--- src/hdl/imf_pkg.sv ---
// Package for the image median filter: widths, register and opcode codes,
// controller state type and the command and status structs.
// No dependencies.
`default_nettype none
package imf_pkg;
	localparam int PIX_W      = 8;
	localparam int CNT_W      = 26;
	localparam int COL_W      = 11;
	localparam int ROW_W      = 16;
	localparam int RAD_W      = 2;
	localparam int CFG_IDX_W  = 2;
	localparam int CFG_DATA_W = 16;

	localparam logic [CFG_IDX_W-1:0] REG_WIDTH  = 2'd0;
	localparam logic [CFG_IDX_W-1:0] REG_HEIGHT = 2'd1;
	localparam logic [CFG_IDX_W-1:0] REG_RADIUS = 2'd2;

	localparam logic OP_PIXEL = 1'b0;
	localparam logic OP_FLUSH = 1'b1;

	typedef enum logic [2:0] {
		ST_IDLE,
		ST_CHECK,
		ST_SETUP,
		ST_READ,
		ST_DRAIN,
		ST_SHIFT,
		ST_OUT
	} imf_state_t;

	typedef struct packed {
		logic accept;
		logic setup;
		logic base;
		logic read;
		logic drain;
		logic shift;
		logic done;
	} imf_cmd_t;

	typedef struct packed {
		logic busy;
		logic due;
		logic last_read;
		logic shift_zero;
	} imf_status_t;
endpackage
`default_nettype wire

--- src/hdl/imf_ctrl.sv ---
// Controller state machine: sequences item intake, window gathering, rank
// selection and result delivery. Depends on imf_pkg.
`default_nettype none
module imf_ctrl (
	input  wire logic                 clk,
	input  wire logic                 arst_n,
	input  wire logic                 in_valid,
	output logic                      in_ready,
	output logic                      out_valid,
	input  wire logic                 out_ready,
	input  wire imf_pkg::imf_status_t status,
	output imf_pkg::imf_cmd_t         cmd
);
	import imf_pkg::*;

	imf_state_t state_q, state_nxt;

	always_ff @(posedge clk or negedge arst_n) begin
		if (!arst_n) begin
			state_q <= ST_IDLE;
		end else begin
			state_q <= state_nxt;
		end
	end

	always_comb begin
		state_nxt = state_q;
		case (state_q)
			ST_IDLE:  if (in_valid && !status.busy) state_nxt = ST_CHECK;
			ST_CHECK: state_nxt = status.due ? ST_SETUP : ST_IDLE;
			ST_SETUP: state_nxt = ST_READ;
			ST_READ:  if (status.last_read) state_nxt = ST_DRAIN;
			ST_DRAIN: state_nxt = ST_SHIFT;
			ST_SHIFT: if (status.shift_zero) state_nxt = ST_OUT;
			ST_OUT:   if (out_ready) state_nxt = ST_IDLE;
			default:  state_nxt = ST_IDLE;
		endcase
	end

	always_comb begin
		cmd       = '0;
		in_ready  = 1'b0;
		out_valid = 1'b0;
		case (state_q)
			ST_IDLE: begin
				in_ready   = !status.busy;
				cmd.accept = in_valid && !status.busy;
			end
			ST_CHECK: cmd.setup = status.due;
			ST_SETUP: cmd.base = 1'b1;
			ST_READ:  cmd.read = 1'b1;
			ST_DRAIN: cmd.drain = 1'b1;
			ST_SHIFT: cmd.shift = !status.shift_zero;
			ST_OUT: begin
				out_valid = 1'b1;
				cmd.done  = out_ready;
			end
			default: ;
		endcase
	end
endmodule
`default_nettype wire
--- config.mk ---
export PLATFORM = sky130hd
export DESIGN_NAME = imf_ctrl
export DESIGN_NICKNAME = d
export VERILOG_FILES = /design/src/hdl/imf_pkg.sv /design/src/hdl/imf_ctrl.sv
export SDC_FILE = /design/constraint.sdc
export NUM_CORES = 1
export LEC_CHECK = 0
export BUFFER_PORTS_ARGS = -buffer_cell sky130_fd_sc_hd__buf_4
export CORE_AREA = 2 2 39 41
export DETAILED_ROUTE_END_ITERATION = 10
export DIE_AREA = 0 0 41 43
export GPL_ROUTABILITY_DRIVEN = 0
export PLACE_DENSITY_LB_ADDON = 0.15
export SETUP_SLACK_MARGIN = 0.5
export SLEW_MARGIN = 20
export SYNTH_ARGS = -nofsm -noshare
export SYNTH_HDL_FRONTEND = slang
export SYNTH_SLANG_ARGS = --single-unit
--- constraint.sdc ---
create_clock -name clk -period 1.8 [get_ports clk]
set_clock_uncertainty 0.2 [all_clocks]
set_input_delay 0.27 -clock clk [delete_from_list [all_inputs] [get_ports clk]]
set_output_delay 0.27 -clock clk [all_outputs]
set_load 0.05 [all_outputs]
---- Yosys cells after proc, flatten, opt, wreduce, memory -nomap -nowiden ----
Index checks and enable logic that the tools add are counted.
word-level totals
  output and inout bits ................... 9
  input port bits ......................... 8
  flip-flop bits (word level) ............. 3
  logic and storage cells ................. 31
operators by class
  equal/unequal tests ..................... 10
  reduce and logical (&&, ||, !) cells .... 5
  muxes and demuxes ....................... 15
operators with widths
  operator                                                                number
  3-bit case mux with 7 select lines                                      1
  3-bit 2-to-1 mux                                                        4
  3-bit equality test (second input constant)                             3
  1-bit 2-to-1 mux                                                        9
  2-bit inequality test (second input constant)                           4
  3-bit by 2-bit equality test with 1-bit output (second input constant)  2
  4-bit AND reduction                                                     1
  3-bit by 1-bit equality test with 1-bit output (second input constant)  1
  3-bit zero test                                                         1
  1-bit zero test                                                         2
  2-bit 2-to-1 mux                                                        1
  1-bit logical AND                                                       1

---- Logic depth before layout (Yosys ltp) ----
Gate-level depths: netlist of run 1.
  depth after elaboration ................. 4
  depth in mapped cells ................... 4
  mapped depth without buffers ............ 3

---- Least setup slack after synthesis of run 1 ----
Ideal clock, no wire load.
  kind .................................... register to output
  start ................................... reg state_q[0]
  end ..................................... out cmd[6] (netlist name)
  arrival time ............................ 2.075 ns
  path buffers ............................ 1
  required time ........................... 1.330 ns
  slack ................................... -0.745 ns
  stages on the path, launching flop included .. 4
  cell sequence ........................... dfrtp_1 buf_2 nor4_2 and2_1
RTL lines
  item                    line            text
  start, declared         imf_ctrl.sv:16  imf_state_t state_q, state_nxt;
  start signal, assigned  imf_ctrl.sv:22  state_q <= state_nxt;
  end, declared           imf_ctrl.sv:12  output imf_pkg::imf_cmd_t cmd

==> summary.txt, run 1 <==
Outcome
  • Status: finished clean

Timing
  • # setup viols final: 0
  • Max_slew headroom: 82.2%
  • Worst-margin pin slew: between 0.2 and 0.3 ns
  • Min Hold Slack: 0.0970 ns
  • RSZ-0062 raised after global routing: yes
  • Post-route setup slack: 0.00629 ns
  • Fin crit share: 99.7%
  • Final-report max-slew violation count: 0
  • Fin crit period: around 1.8 ns
  • Final hold violation count: 0
  • Fmax: 558 MHz

Power
  • Clock network fraction of total power: 11.0%
  • Register share of total power: 16.2%
  • Worst vdd rail ir drop: 733 µV
  • Net Sw Frac: 46.8%
  • Power Density: 1720 nW/µm²
  • Internal power: 0.609 mW
  • Psw: 0.535 mW
  • Combinational share of power: 72.8%
  • Leakage Power: 0.301 nW

Layout
  • Ant. Diodes: 0
  • Most common cell after layout, fill and taps aside: buf_4
  • Share of cells above drive strength 1: 76.9%
  • Top flop regs: state_q: 3 flops
  • Fin area: approximately 670 µm²
  • Fin cells: 81
  • Post-layout nets: 74
  • Commonest cells after routing, fill and taps aside: buf_4, buf_6, buf_8
  • Max reg flops: 3
  • Synth-to-Final Area Change: 150%
  • Largest Register: state_q
  • Core Util, Final: 48.2%

Synthesis
  • Post-synth cell types: 22
  • Post-Synth XOR/XNOR Area: 0%
  • Synth Area in Compound Gates: 23.5%
  • Mapped Nets: 41
  • Mean Syn Cell Area: 8.08 µm²
  • Post-synthesis simple-gate area fraction: a little over a third
  • Post-synthesis sequential area ratio: between 20% and 30%
  • Cell count after synthesis: 33
  • Synth top area share: between 20 and 30%
  • Synth top area cells: dfrtp_1, nor2_1, o31ai_1, clkbuf_8, and2_1
  • Adder-Cell Fraction of Synth Area: 0%
  • Combinational family with the most area after synthesis: simple AND/OR/NAND/NOR gates
  • Cell area after synthesis: 267 µm²
  • Portion of netlist area occupied by mux cells: 0%
  • Flops & latches, synth: 3
  • Synth area leader: dfrtp_1
  • Warnings from Yosys: 0

Placement
  • Pre-CTS setup slack: 0.116 ns
  • Post-DP HPWL: between 600 and 700 µm
  • I/O Buffers: 16
  • DP Area: between 400 and 500 µm²
  • Post-Place Cells: 66

Detailed routing
  • Vias post-DR: 377
  • DR WL/cell: 12.6 µm
  • Antenna violation net count after detailed routing: 0
  • Vias/cell: between 4 and 5
  • Post-route DRC: 0
  • DRT iter0 DRCs: 3
  • Total Wirelength: 1.02 mm
  • Drt pass-1 iters: 3

Clock tree
  • Sink Count: 3
  • Clk_lat worst skew: 0.24 ns
  • Clock buffer count from CTS: 3
  • Longest Clk Path Bufs: 2
  • Number of H-tree levels: 1
  • CTS tree: built
  • Clk slew on worst S/H paths: about 0.04 ns
  • CTS root buf: clkbuf_4

Setup path
  • Worst EP arrival: 1.32 ns
  • CP peak stage delay: 0.46 ns
  • Worst path cell trace: nor4_4 -> and2_4 -> buf_8
  • Critical path class: register to output port
  • Startpoint Class: register
  • CP Max Fanout: 8
  • Worst Setup End Kind: output port
  • Start point of the critical path: state_q[1]
  • WP data required: 1.33 ns
  • Slowest stage cell on the critical path: dfrtp_2
  • R2r startpoint: state_q[1]

Global routing
  • All-layer global routing usage: 13.2%
  • Pin count of the biggest net entering global routing: 9
  • Vias in the first global route: roughly 370
  • Global-route wire length before repair: ~1.6 mm
  • GRT overflow: 0
  • Initial antenna violation count: 0

Job
  • Max-Cap Viols: 0

Floorplanning
  • Core Area: 1380 µm²
  • I/O pins: 17
  • Die height: 43 µm
  • Starting Density: 19.3%
  • Die Width: 41 µm
  • Die area: 1760 µm²
  • Row count: 14

Hold path
  • Worst hold path type: input port to register
  • Hold path start: status[1]
[stage by stage]
step                TNS [ns]  total power [mW]
floorplan             -0.240             0.613
global placement           0             0.734
detailed placement         0             0.740
CTS                        0              1.05
global route         -0.0508              1.21
finish                     0              1.14
[critical path: cells and delay by family, from the launching register on]
family	cells	cell delay, ns
AND/OR/NAND/NOR	2	0.48
buffers and inverters	1	0.13
flip-flops	1	0.46
[power by group through the flow]
| stage | registers [mW] | clock network [mW] | logic [mW] |
|---|---|---|---|
| finish | 0.185 | 0.125 | 0.833 |
| global placement | 0.181 | 0 | 0.552 |
| floorplan | 0.117 | 0 | 0.496 |
| global route | 0.195 | 0.134 | 0.881 |
| CTS | 0.179 | 0.129 | 0.739 |
| detailed placement | 0.185 | 0 | 0.556 |
[kinds of logic (layout without fill, tap and decap cells)]
group,count (synthesis),count (layout)
AO/OA/AOI/OAI,9,9
buffers and inverters,5,37
flip-flops,3,3
AND/OR/NAND/NOR,16,16
[Yosys cell counts (all sizes together)]
library cell / number
o31ai: 2
buf: 1
and2: 2
a211o: 1
or4: 1
nor4: 1
nor3: 1
and3: 2
dfrtp: 3
a21oi: 2
or2b: 1
clkbuf: 2
inv: 2
a211oi: 1
nor2: 4
nand2: 2
nand3b: 1
o21ai: 1
nor2b: 1
o211ai: 1
a22o: 1
[per-layer routing]
layer / vias up / part of all wire, % / GRT usage [%]
met2: 10 / 53 / 19.4
met1: 185 / 41 / 16.2
met3: 0 / 5.6 / 5.24
met5: - / 0 / 0
li1: 182 / - / -
met4: 0 / 0 / 6.00
[worst paths after layout]
path	cells after the start	slack, ns	endpoint
min	2	0.1	state_q[2]
min in group asynchronous	2	0.16	state_q[0]
max reg2reg	3	0.08	state_q[0]
max	3	0.006	cmd[6]
max in group asynchronous	2	1.13	state_q[2]
min reg2reg	2	0.52	state_q[2]
[final cells by class]
cell class	count	area, µm²
well taps	16	20.0
inverters	2	7.51
clock buffers	4	26.3
repair buffers	31	307
fillers	140	717
multi-input cells	25	228
flip-flops and latches	3	78.8
[repair_timing]
item | CTS | global route
hold buffers | 1 | 0
pin swaps | 1 | 2
gates cloned | 0 | 0
setup buffers | 7 | 3
resized for setup | 18 | 12
setup endpoints to repair | 12 | 12
hold endpoints to repair | 3 | 0
Note: power is estimated with default switching activity, not from simulation.
==> run 2: changes to the inputs <==
- clock period: 1.8 -> 1.59 ns (I/O delays scaled with it)
==> run 2 against run 1 <==
Against the previous run: the run now ends with setup timing left; wire length up 9.4%; final cell count increased by 11%; critical path depth rose by 1; power up 25%.
==> summary.txt, run 2 (synthesized netlist as in run 1, its figures left out) <==
Timing
  • RSZ-0062 raised after global routing: yes
  • Fin crit share: 112%
  • Final-report max-slew violation count: 0 (unchanged)
  • # setup viols final: 9 (+9)
  • Max_slew headroom: 83.8% (+1.6 points)
  • Worst-margin pin slew: 0.242 ns (-0.0250 ns)
  • Fin crit period: 1.78 ns
  • Post-route setup slack: -0.185 ns (-0.192 ns)
  • Final hold violation count: 0 (unchanged)
  • Min Hold Slack: 0.0544 ns (-0.0426 ns)
  • Fmax: 563 MHz
  • Setup TNS: -1.11 ns (-1.11 ns)

Layout
  • Post-layout nets: 83 (+12%)
  • Share of cells above drive strength 1: 81.1% (+4.2 points)
  • Ant. Diodes: 0 (unchanged)
  • Max reg flops: 3 (unchanged)
  • Fin cells: 90 (+11%)
  • Commonest cells after routing, fill and taps aside: buf_4, buf_6, buf_8
  • Largest Register: state_q
  • Fillcell total: 133 (-5.0%)
  • Synth-to-Final Area Change: 175%
  • Fin area: 733 µm² (+9.9%)
  • Most common cell after layout, fill and taps aside: buf_4
  • Top flop regs: state_q: 3 flops

Placement
  • I/O Buffers: 16 (unchanged)
  • Pre-CTS setup slack: -0.0392 ns (-0.155 ns)
  • Post-DP HPWL: 654 µm (+4.6%)
  • Post-Place Cells: 71 (+7.6%)
  • DP Area: 488 µm² (+8.3%)

Floorplanning
  • Row count: 14 (unchanged)
  • Die area: 1760 µm² (unchanged)
  • Core Area: 1380 µm² (unchanged)
  • Starting Density: 19.3% (unchanged)
  • Die height: 43 µm (unchanged)
  • I/O pins: 17 (unchanged)
  • Die Width: 41 µm (unchanged)

Detailed routing
  • Drt pass-1 iters: 3 (unchanged)
  • Antenna violation net count after detailed routing: 0 (unchanged)
  • Post-route DRC: 0 (unchanged)
  • Vias/cell: 4.39 (-5.7%)
  • Total Wirelength: 1.12 mm (+9.4%)
  • DRT iter0 DRCs: 5 (+2)
  • DR WL/cell: 12.4 µm (-1.5%)
  • Vias post-DR: 395 (+4.8%)

Setup path
  • Worst Setup End Kind: output port
  • CP Max Fanout: 5 (-3)
  • CP peak stage delay: 0.44 ns (-0.02 ns)
  • Slowest stage cell on the critical path: dfrtp_2
  • Worst path cell trace: buf_4 -> nor4_4 -> and2_4 -> buf_8
  • Worst EP arrival: 1.34 ns (+0.02 ns)
  • Critical path class: register to output port
  • Startpoint Class: register
  • WP data required: 1.15 ns (-0.18 ns)

Power
  • Worst vdd rail ir drop: 822 µV (+12%)
  • Combinational share of power: 76.5% (+3.7 points)
  • Leakage Power: 0.351 nW (+17%)
  • Psw: 0.629 mW (+18%)
  • Power Density: 1950 nW/µm² (+14%)
  • Clock network fraction of total power: 9.8% (-1.2 points)
  • Internal power: 0.799 mW (+31%)
  • Register share of total power: 13.7% (-2.5 points)
  • Net Sw Frac: 44.0% (-2.7 points)

Global routing
  • Vias in the first global route: 402 (+8.4%)
  • GRT overflow: 0 (unchanged)
  • Initial antenna violation count: 0 (unchanged)
  • All-layer global routing usage: 14.6% (+1.4 points)
  • Pin count of the biggest net entering global routing: 9 (unchanged)
  • Global-route wire length before repair: 1.70 mm (+7.4%)

Clock tree
  • Clk slew on worst S/H paths: 0.04 ns (about the same)
  • CTS root buf: clkbuf_4
  • CTS tree: built
  • Longest Clk Path Bufs: 2 (unchanged)
  • Clock buffer count from CTS: 3 (unchanged)
  • Number of H-tree levels: 1 (unchanged)
  • Sink Count: 3 (unchanged)
  • Clk_lat worst skew: 0.24 ns (about the same)

Job
  • Max-Cap Viols: 0 (unchanged)

Hold path
  • Worst hold path type: input port to register

Outcome
  • Status: finished, violations left
  • Violated checks: setup timing
-- run 2: cell types whose count changed in the layout (fill, tap and decap cells not counted), sizes merged --
cell  before  now
buf       30   39
-- run 2: repair_timing --
action / 4_1_cts / 5_1_grt
gates cloned: 0 / 0
buffers inserted: 10 / 4
pin swaps: 3 / 4
resized for setup: 25 / 5
endpoints found under the hold margin: 3 / 0
hold buffers: 1 / 0
endpoints found under the setup margin: 12 / 12
-- run 2: metal layers --
metal  vias up  part of all wire [%]  GRT usage [%]
met1       183                    42           19.5
met4         0                  0.54           4.00
met5         -                     0              0
li1        201                     -              -
met2         9                    52           20.6
met3         2                   4.9           6.81
-- run 2: cell type report --
type	instances	area (µm²)	share of cell area [%]
Multi-Input combinational cell	25	226	30.9
Sequential cell	3	78.8	10.8
Tap cell	16	20.0	2.73
Timing Repair Buffer	40	374	51.0
Clock buffer	4	26.3	3.58
Inverter	2	7.51	1.02
-- run 2: final timing paths --
kind                       slack, ns          to  cells past startpoint  startpoint
max                            -0.19      cmd[6]                      4  state_q[0]
min                             0.05  state_q[2]                      2   status[1]
max reg2reg                    -0.10  state_q[0]                      3  state_q[0]
min reg2reg                     0.53  state_q[0]                      2  state_q[1]
max in group asynchronous       0.95  state_q[0]                      2      arst_n
min in group asynchronous       0.13  state_q[1]                      2      arst_n
-- run 2: critical path, delay by kind of cell, from the launching register on --
family / cells / cell delay (ns)
and+or+nand+nor: 2 / 0.37
DFF: 1 / 0.44
buffers and inverters: 2 / 0.29
-- run 2: through the flow --
stage,power (mW),utilization [%]
floorplan,0.694,-
global placement,0.902,35.3
detailed placement,0.905,35.3
CTS,1.34,49.4
global route,1.51,53.0
finish,1.43,53.0
-- run 2: power groups by stage --
stage	clock network, mW	registers (mW)	logic, mW
after floorplan	0	0.133	0.561
after global placement	0	0.194	0.709
after detailed placement	0	0.196	0.709
after CTS	0.145	0.193	1.00
after global routing	0.153	0.204	1.16
final	0.140	0.196	1.09
